===== src/sv/assert_macros.svh =====
// assertion helpers for the rtl
`ifndef ASSERT_MACROS_SVH
`define ASSERT_MACROS_SVH

// check a property on every rising edge outside reset
`define ASSERT_CLK(label, clk, rst_n, prop, msg) \
    label: assert property (@(posedge clk) disable iff (!rst_n) prop) else $error(msg);

// check an implication on every rising edge outside reset
`define ASSERT_IMPLY(label, clk, rst_n, pre, post, msg) \
    `ASSERT_CLK(label, clk, rst_n, (pre) |-> (post), msg)

// check an implication in the cycle after the antecedent
`define ASSERT_NEXT(label, clk, rst_n, pre, post, msg) \
    `ASSERT_CLK(label, clk, rst_n, (pre) |=> (post), msg)

`endif


===== src/sv/sepd_pkg.sv =====
`default_nettype none

package sepd_pkg;

    localparam logic [7:0]  START_BYTE        = 8'h02;
    localparam logic [7:0]  END_BYTE          = 8'h03;
    localparam logic [15:0] GAP_TIMEOUT_RESET = 16'd100;

    localparam logic KIND_BYTE = 1'b0;
    localparam logic KIND_TICK = 1'b1;

    typedef enum logic [3:0] {
        PH_START   = 4'd0,
        PH_CMD     = 4'd1,
        PH_DIR     = 4'd2,
        PH_ERR     = 4'd3,
        PH_LEN_LO  = 4'd4,
        PH_LEN_HI  = 4'd5,
        PH_PAYLOAD = 4'd6,
        PH_CHECK   = 4'd7,
        PH_END     = 4'd8
    } phase_t;

    typedef struct packed {
        logic [15:0] payload_length;
        logic [7:0]  error_code;
        logic [7:0]  direction;
        logic [7:0]  command_code;
        logic [15:0] data_index;
        logic [7:0]  data_byte;
    } result_data_t;

    typedef struct packed {
        logic packet_ok;
        logic data_valid;
    } result_user_t;

endpackage

`default_nettype wire


===== src/sv/stx_etx_packet_deframer.sv =====
// stx/etx packet deframer
// input stream: one request per cycle unless the output stalls; tuser says
// whether it is a received byte or a one millisecond tick, tdata carries the byte.
// frames are 0x02, command, direction, error, length lo, length hi, payload,
// xor checksum over command through payload, 0x03.
// output stream: exactly one request per input request. tuser flags a
// payload byte (with its index) or a good frame end; tdata also carries the
// header fields of the latest frame as held after that request.
// output valid is registered: it rises in the cycle after input accept.
// throughput: one request per cycle, set by the single result register; the
// parser state updates in the same cycle the request is accepted.
// when the receiver stalls the result register holds and the input takes a
// new request only once that result is taken.
// cfg_wen / cfg_wdata write the inter-byte gap timeout in ticks; a byte seen
// after a gap at or above it restarts the hunt for 0x02.
// reset: parser hunts for 0x02, header fields and counters clear, timeout
// returns to 100 ticks, output stream is empty.

`default_nettype none
`include "assert_macros.svh"

module stx_etx_packet_deframer
(
    input  wire logic        clk,
    input  wire logic        rst_n,

    input  wire logic        cfg_wen,
    input  wire logic [15:0] cfg_wdata,

    input  wire logic        s_axis_tvalid,
    output      logic        s_axis_tready,
    input  wire logic [7:0]  s_axis_tdata,   // rx_byte
    input  wire logic        s_axis_tuser,   // cmd

    output      logic        m_axis_tvalid,
    input  wire logic        m_axis_tready,
    // data_byte, data_index, command_code, direction, error_code, payload_length
    output      logic [63:0] m_axis_tdata,
    output      logic [1:0]  m_axis_tuser    // data_valid, packet_ok
);

    logic [15:0]       timeout_reg;
    sepd_pkg::phase_t  phase_reg, phase_next;
    logic [7:0]        csum_reg, csum_next;
    logic [7:0]        rx_csum_reg, rx_csum_next;
    logic [7:0]        command_reg, command_next;
    logic [7:0]        direction_reg, direction_next;
    logic [7:0]        error_reg, error_next;
    logic [15:0]       length_reg, length_next;
    logic [15:0]       position_reg, position_next;
    logic [15:0]       gap_reg, gap_next;

    logic                   out_valid_reg;
    sepd_pkg::result_data_t out_data_reg, out_data_next;
    sepd_pkg::result_user_t out_user_reg, out_user_next;

    logic             in_accept;
    sepd_pkg::phase_t phase_eff;
    logic [7:0]       b;
    logic [15:0]      length_full;
    logic [15:0]      position_inc;

    assign s_axis_tready = !out_valid_reg || m_axis_tready;
    assign in_accept     = s_axis_tvalid && s_axis_tready;
    assign b             = s_axis_tdata;
    assign length_full   = {b, length_reg[7:0]};
    assign position_inc  = position_reg + 16'd1;

    // parser next state
    always_comb
    begin
        phase_next     = phase_reg;
        csum_next      = csum_reg;
        rx_csum_next   = rx_csum_reg;
        command_next   = command_reg;
        direction_next = direction_reg;
        error_next     = error_reg;
        length_next    = length_reg;
        position_next  = position_reg;
        gap_next       = gap_reg;
        out_user_next  = '0;
        out_data_next  = '0;
        phase_eff      = (gap_reg >= timeout_reg) ? sepd_pkg::PH_START : phase_reg;

        if (s_axis_tuser == sepd_pkg::KIND_TICK)
        begin
            if (gap_reg < timeout_reg)
            begin
                gap_next = gap_reg + 16'd1;
            end
        end
        else
        begin
            gap_next = '0;
            case (phase_eff)
                sepd_pkg::PH_CMD:
                begin
                    command_next = b;
                    csum_next    = csum_reg ^ b;
                    phase_next   = sepd_pkg::PH_DIR;
                end
                sepd_pkg::PH_DIR:
                begin
                    direction_next = b;
                    csum_next      = csum_reg ^ b;
                    phase_next     = sepd_pkg::PH_ERR;
                end
                sepd_pkg::PH_ERR:
                begin
                    error_next = b;
                    csum_next  = csum_reg ^ b;
                    phase_next = sepd_pkg::PH_LEN_LO;
                end
                sepd_pkg::PH_LEN_LO:
                begin
                    length_next = {8'd0, b};
                    csum_next   = csum_reg ^ b;
                    phase_next  = sepd_pkg::PH_LEN_HI;
                end
                sepd_pkg::PH_LEN_HI:
                begin
                    length_next = length_full;
                    csum_next   = csum_reg ^ b;
                    if (length_full != 16'd0)
                    begin
                        position_next = '0;
                        phase_next    = sepd_pkg::PH_PAYLOAD;
                    end
                    else
                    begin
                        phase_next = sepd_pkg::PH_CHECK;
                    end
                end
                sepd_pkg::PH_PAYLOAD:
                begin
                    out_user_next.data_valid = 1'b1;
                    out_data_next.data_byte  = b;
                    out_data_next.data_index = position_reg;
                    csum_next                = csum_reg ^ b;
                    position_next            = position_inc;
                    phase_next               = (position_inc == length_reg) ?
                                               sepd_pkg::PH_CHECK : sepd_pkg::PH_PAYLOAD;
                end
                sepd_pkg::PH_CHECK:
                begin
                    rx_csum_next = b;
                    phase_next   = sepd_pkg::PH_END;
                end
                sepd_pkg::PH_END:
                begin
                    out_user_next.packet_ok = (b == sepd_pkg::END_BYTE) &&
                                              (csum_reg == rx_csum_reg);
                    phase_next = sepd_pkg::PH_START;
                end
                default:
                begin
                    if (b == sepd_pkg::START_BYTE)
                    begin
                        csum_next  = '0;
                        phase_next = sepd_pkg::PH_CMD;
                    end
                    else
                    begin
                        phase_next = sepd_pkg::PH_START;
                    end
                end
            endcase
        end

        out_data_next.command_code   = command_next;
        out_data_next.direction      = direction_next;
        out_data_next.error_code     = error_next;
        out_data_next.payload_length = length_next;
    end

    always_ff @(posedge clk or negedge rst_n)
    begin
        if (!rst_n)
        begin
            timeout_reg   <= sepd_pkg::GAP_TIMEOUT_RESET;
            phase_reg     <= sepd_pkg::PH_START;
            csum_reg      <= '0;
            rx_csum_reg   <= '0;
            command_reg   <= '0;
            direction_reg <= '0;
            error_reg     <= '0;
            length_reg    <= '0;
            position_reg  <= '0;
            gap_reg       <= '0;
            out_valid_reg <= 1'b0;
        end
        else
        begin
            if (cfg_wen)
            begin
                timeout_reg <= cfg_wdata;
            end
            if (in_accept)
            begin
                phase_reg     <= phase_next;
                csum_reg      <= csum_next;
                rx_csum_reg   <= rx_csum_next;
                command_reg   <= command_next;
                direction_reg <= direction_next;
                error_reg     <= error_next;
                length_reg    <= length_next;
                position_reg  <= position_next;
                gap_reg       <= gap_next;
                out_valid_reg <= 1'b1;
            end
            else if (m_axis_tready)
            begin
                out_valid_reg <= 1'b0;
            end
        end
    end

    // result payload
    always_ff @(posedge clk)
    begin
        if (in_accept)
        begin
            out_data_reg <= out_data_next;
            out_user_reg <= out_user_next;
        end
    end

    assign m_axis_tvalid = out_valid_reg;
    assign m_axis_tdata  = out_data_reg;
    assign m_axis_tuser  = out_user_reg;

    `ASSERT_CLK(a_flags_exclusive, clk, rst_n,
        !(m_axis_tvalid && out_user_reg.data_valid && out_user_reg.packet_ok),
        "payload byte and frame end flagged together")

    `ASSERT_IMPLY(a_index_in_range, clk, rst_n,
        m_axis_tvalid && out_user_reg.data_valid,
        out_data_reg.data_index < out_data_reg.payload_length,
        "payload index beyond frame length")

    `ASSERT_NEXT(a_end_returns_to_hunt, clk, rst_n,
        in_accept && (s_axis_tuser == sepd_pkg::KIND_BYTE) &&
            (phase_reg == sepd_pkg::PH_END) && (gap_reg < timeout_reg),
        phase_reg == sepd_pkg::PH_START,
        "parser did not return to hunting after end byte")

    `ASSERT_NEXT(a_stall_holds_result, clk, rst_n,
        m_axis_tvalid && !m_axis_tready,
        m_axis_tvalid && $stable(out_user_reg) && $stable(out_data_reg),
        "stalled result changed")

endmodule

`default_nettype wire


===== config.mk =====
export PLATFORM = sky130hd
export DESIGN_NAME = stx_etx_packet_deframer
export DESIGN_NICKNAME = d
export VERILOG_FILES = /design/src/sv/sepd_pkg.sv /design/src/sv/stx_etx_packet_deframer.sv
export VERILOG_INCLUDE_DIRS = /design/src /design/src/sv
export SDC_FILE = /design/constraint.sdc
export NUM_CORES = 1
export LEC_CHECK = 0
export BUFFER_PORTS_ARGS = -buffer_cell sky130_fd_sc_hd__buf_2
export CORE_MARGIN = 8
export CORE_UTILIZATION = 45
export CTS_BUF_LIST = sky130_fd_sc_hd__clkbuf_16
export CTS_CLUSTER_DIAMETER = 50
export CTS_CLUSTER_SIZE = 40
export DETAILED_ROUTE_END_ITERATION = 8
export PLACE_DENSITY = 0.69
export SLEW_MARGIN = 0
export SYNTH_ARGS = -nofsm -noshare
export SYNTH_HDL_FRONTEND = slang
export SYNTH_SLANG_ARGS = --single-unit

===== constraint.sdc =====
create_clock -name clk -period 4.7 [get_ports clk]
set_input_delay 0.235 -clock clk [delete_from_list [all_inputs] [get_ports clk]]
set_output_delay 0.235 -clock clk [all_outputs]
set_load 0.01 [all_outputs]

## Yosys cells after proc, flatten, opt, wreduce, memory -nomap -nowiden

Cells that the tools add are included.

- Output and inout bits: 68
- Input port bits: 30
- Bits in registers: 175
- Logic and storage cells: 81

- $add $sub $neg: 2
- Reductions and logical operators: 17
- Magnitude comparators: 2
- Mux-type cells: 22
- Eq/ne operators: 14
- Bitwise operators: 5

Operators by type and width:

| operator | count |
|---|---|
| 2-to-1 mux 16 bit | 4 |
| case mux 16 bit (2 select lines) | 2 |
| 2-to-1 mux 8 bit | 7 |
| adder 16 x 1 -> 16 bit, second input constant | 2 |
| case mux 4 bit (8 select lines) | 1 |
| equality test 16 bit | 1 |
| equality test 4 x 3 -> 1 bit, second input constant | 4 |
| equality test 8 x 2 -> 1 bit, second input constant | 2 |
| >= comparator 16 bit | 1 |
| < comparator 16 bit | 1 |
| case mux 8 bit (2 select lines) | 1 |
| nonzero test 16 bit | 1 |
| equality test 4 x 2 -> 1 bit, second input constant | 2 |
| equality test 8 bit | 1 |
| AND reduction 4 bit | 2 |
| bitwise XOR 8 bit | 1 |
| 2-to-1 mux 1 bit | 6 |
| nonzero test 2 bit | 3 |
| OR reduction 2 bit | 3 |
| OR reduction 6 bit | 1 |
| equality test 4 x 1 -> 1 bit, second input constant | 1 |
| equality test 4 bit, second input constant | 1 |
| 2-to-1 mux 4 bit | 1 |
| inverter 1 bit | 4 |
| 7 further kinds | 9 |

## Logic depth before layout (Yosys ltp)

- Depth in word-level cells: 6
- Mapped depth: 11

## Least setup slack after synthesis

Ideal clock, no wire load.

- Path kind: reg-to-reg
- Start: register gap_reg[0]
- End: register error_reg[0]
- Path buffers: 0
- Setup time: 0.125 ns
- Cell stages (with the launch flop): 10
- Setup slack: 1.911 ns
- Arrival time: 2.664 ns
- Cells stage by stage: dfrtp_1 > inv_1 > ha_1 > nand2b_1 > a2111o_1 > o211ai_2 > nand3_4 > or2_4 > nor4_4 > mux2_4

- Cells in the longest elaborated chain, start to end: 5

Ends and longest elaborated chain:

| item | RTL line | text |
|---|---|---|
| start, declared | stx_etx_packet_deframer.sv:51 | `logic [15:0] gap_reg, gap_next;` |
| start signal, assigned | stx_etx_packet_deframer.sv:208 | `gap_reg <= gap_next;` |
| >= comparator 16 bit | stx_etx_packet_deframer.sv:83 | `phase_eff = (gap_reg >= timeout_reg) ? sepd_pkg::PH_START : phase_reg;` |
| 2-to-1 mux 4 bit | stx_etx_packet_deframer.sv:83 |  |
| equality test 4 x 2 -> 1 bit | stx_etx_packet_deframer.sv:95 | `case (phase_eff)` |
| 2-to-1 mux 8 bit | stx_etx_packet_deframer.sv:95 |  |
| 2-to-1 mux 8 bit | stx_etx_packet_deframer.sv:85 | `if (s_axis_tuser == sepd_pkg::KIND_TICK)` |
| end signal, assigned | stx_etx_packet_deframer.sv:205 | `error_reg <= error_next;` |
| end, declared | stx_etx_packet_deframer.sv:48 | `logic [7:0] error_reg, error_next;` |

No other way between the ends.
A chain may end at the register's enable or synchronous reset.

## Final worst setup path

- Start: register gap_reg[0]
- End: register command_reg[7]

- Cells in the longest elaborated chain, start to end: 5

Ends and longest elaborated chain:

| item | RTL line | text |
|---|---|---|
| >= comparator 16 bit | stx_etx_packet_deframer.sv:83 |  |
| 2-to-1 mux 4 bit | stx_etx_packet_deframer.sv:83 |  |
| equality test 4 x 1 -> 1 bit | stx_etx_packet_deframer.sv:95 |  |
| 2-to-1 mux 8 bit | stx_etx_packet_deframer.sv:95 |  |
| 2-to-1 mux 8 bit | stx_etx_packet_deframer.sv:85 |  |
| end signal, assigned | stx_etx_packet_deframer.sv:203 | `command_reg <= command_next;` |
| end, declared | stx_etx_packet_deframer.sv:46 | `logic [7:0] command_reg, command_next;` |

No other way between the ends.

==> metrics.txt <==
status finished, final reports clean; Slew Viols, Final 0; DR iter-0 viols 371; GRT overflow 0; CTS sink cnt ~180; # DRC 0; hold endpoint timeout_reg[12]; GRT Total Usage approximately 17%; CP Launch Type flop; # resized after CTS 0; Worst Max-Slew Pin Slew 1.08 ns; CTS Buf Count 17; Die Span X 154 µm; CP max stage delay 0.50 ns; CP required approximately 5.0 ns; hold path startpoint cfg_wdata[12]; #FFs+latches synth 175; DP HPWL roughly 13000 µm; 1st-pass router iterations 5; largest net degree at the start of global routing 61; vias in the first global route 6142; final WL 19700 µm; Synth Net Count 798; synth top area cells dfrtp_1 31%, edfxtp_1 23%, mux2_2 8.5%; TritonCTS clock tree yes; reg2reg start gap_reg[0]; Post-DP Area 9310 µm²; total number of vias 6098; Post-synth EDFFs 66; Max Cap Viol 0; f_max 310 MHz; CP max-delay cell nor2_2; worst slack at placement 1.39 ns; DR WL/cell 18.0 µm; first-pass GRT wire length 32200 µm; Final Hold Vio Count 0; Routed Antenna Nets 0; # H-tree levels 4; clk slew on worst S/H paths around 0.080 ns; Netlist Area Pre-Place 8620 µm²; DR vias/cell 5.58; Placed Instances 1052; fin crit share 68.7%; Post-CTS Hold Fix Bufs 8; worst path buffer plus inverter count 1; most numerous cell in the Yosys netlist dfrtp_1; sequential-to-total area share from yosys stat 54.7%; worst-skew pair later-pin latency 0.44 ns; die area 23800 µm²; RR Endpoint command_reg[7]; kind of critical path reg2reg; total power 0.00509 W; worst hold path class in2reg; fin worst setup slack 1.47 ns; FFs w/ async S/R, synth 62.3%; skew final 0.0114 ns; setup violators final 0; initial antenna violation count 0; starting density of the core 45.9%; fin cells 1092; area leader, netlist dfrtp_1; relative slew slack 27.6%; Final nets 893; Die H between 150 and 200 µm; Largest delay share family, worst path simple AND/OR/NAND/NOR gates; CP max FO 9; Ys Warns 0; PwrDens 509 nW/µm²; Final Cell Area 10000 µm²; reg-to-reg slack, setup 1.47 ns; fin crit period 3.23 ns; n_diodes 0; Mapped Cells 750; max reg flops 64; core area roughly 19000 µm²; row count 50; unrepaired setup endpoints after global routing no; syn avg cell area about 11 µm²; r2r worst-path depth 9; clock tree buffer depth 2; CP cell instances inv_1 -> ha_1 -> nand2b_1 -> a2111o_1 -> o211ai_2 -> and4b_1 -> nand3_2 -> nor2_2 -> mux2_2; Post-synth top cells 106 x dfrtp_1, 80 x nand2_1, 66 x edfxtp_1; Final Wtd Congestion 0.822; Port-buffer cells a little under 100; Static Leakage about 4.3 nW; clock root buffer clkbuf_16; worst vdd ir 0.256 mV; layout cells sized above 1 26.2%; prevailing post-synth register cell dfrtp_1; share of the synthesized area in the top cell type 30.8%; hold path depth 3; setup_tns 0 ns; crit path DAT 3.56 ns; IO Pins 98; Syn-to-layout area delta 16.1%; Yosys cell types 71; CP Capture Type flop; Setup Fix Bufs, Post-CTS 0
[routing by layer]
layer / global-route usage (%) / wire [µm]
met1: 20.9 / 8420
met2: 28.6 / 9890
met3: 3.65 / 990
met4: 6.86 / 366
met5: 0 / 0
[layout by cell type (no fill, tap or decap), types with 5 or more instances in the layout]
cell           netlist  layout
dfrtp_1            106     106
a21oi_1             28      28
o31ai_1              5       5
a221o_1              9       9
and2_1              27      27
buf_4                0       6
inv_8                0       6
nor2b_1             12      12
and3_1               8       8
o21ai_0             61      61
xor2_1               8       8
xnor2_1             25      25
nand4_1             13      13
a21o_1               6       6
a22o_1               6       6
or3_1                6       6
clkbuf_16            0      17
inv_1               22      22
nor4_1               6       6
nand2b_1             9       9
nand2_1             80      80
ha_1                18      18
nor3_1              13      13
dlygate4sd3_1        0       8
mux2_2              65      65
mux2_4               8       8
edfxtp_1            66      66
buf_2                2      96
nor2_1              23      23
nor3b_1             10      10
nand3_1             16      16
[worst max-delay path by stage]
| stage | start | end | slack, ns | cells after the start |
|---|---|---|---|---|
| 2_1_floorplan | gap_reg[0] | error_reg[0] | 1.91 | 9 |
| 3_3_place_gp | gap_reg[0] | m_axis_tdata[14] | 1.45 | 9 |
| 3_5_place_dp | gap_reg[0] | m_axis_tdata[14] | 1.39 | 9 |
| 4_1_cts | gap_reg[0] | m_axis_tdata[14] | 1.36 | 9 |
| 5_1_grt | gap_reg[0] | m_axis_tdata[14] | 1.12 | 9 |
| 6_report | gap_reg[0] | command_reg[7] | 1.47 | 9 |
[tightest hold or removal path, delay by kind of cell]
kind / cells / cell delay [ns]
and+or+nand+nor: 1 / 0.04
buffers and inverters: 1 / 0.07
AOI/OAI and AO/OA: 1 / 0.07
[cells by family after synthesis]
kind of cell / after synthesis / share of synthesized area [%]
mux: 74 / 10.0
buf+inv: 57 / 2.51
flops: 175 / 54.7
xor+xnor: 33 / 3.35
compound gates: 145 / 11.1
fa+ha+maj: 18 / 2.61
simple gates: 248 / 15.7
[through the flow]
step           utilization (%)  hold slack (ns)
4_1_cts                   53.3          0.00390
6_report                  53.3           0.0157
2_1_floorplan                -          -0.0606
3_3_place_gp              49.6            0.355
5_1_grt                   53.3           0.0250
3_5_place_dp              49.6            0.361
[power by group]
part	total (W)	internal, W	switching [W]	leakage, nW
registers	0.00232	0.00201	0.000305	2.03
clock network	0.00145	0.000769	0.000685	0.294
logic	0.00132	0.000677	0.000644	1.94
[area by class of cell]
| type | count | area [µm²] |
|---|---|---|
| clock inverters | 15 | 188 |
| multi-input cells | 518 | 3700 |
| repair buffers | 110 | 606 |
| flip-flops and latches | 175 | 4710 |
| well taps | 234 | 293 |
| inverters | 23 | 86.3 |
| fillers | 1663 | 8760 |
| clock buffers | 17 | 425 |
Power figures use the tool's default switching activity.
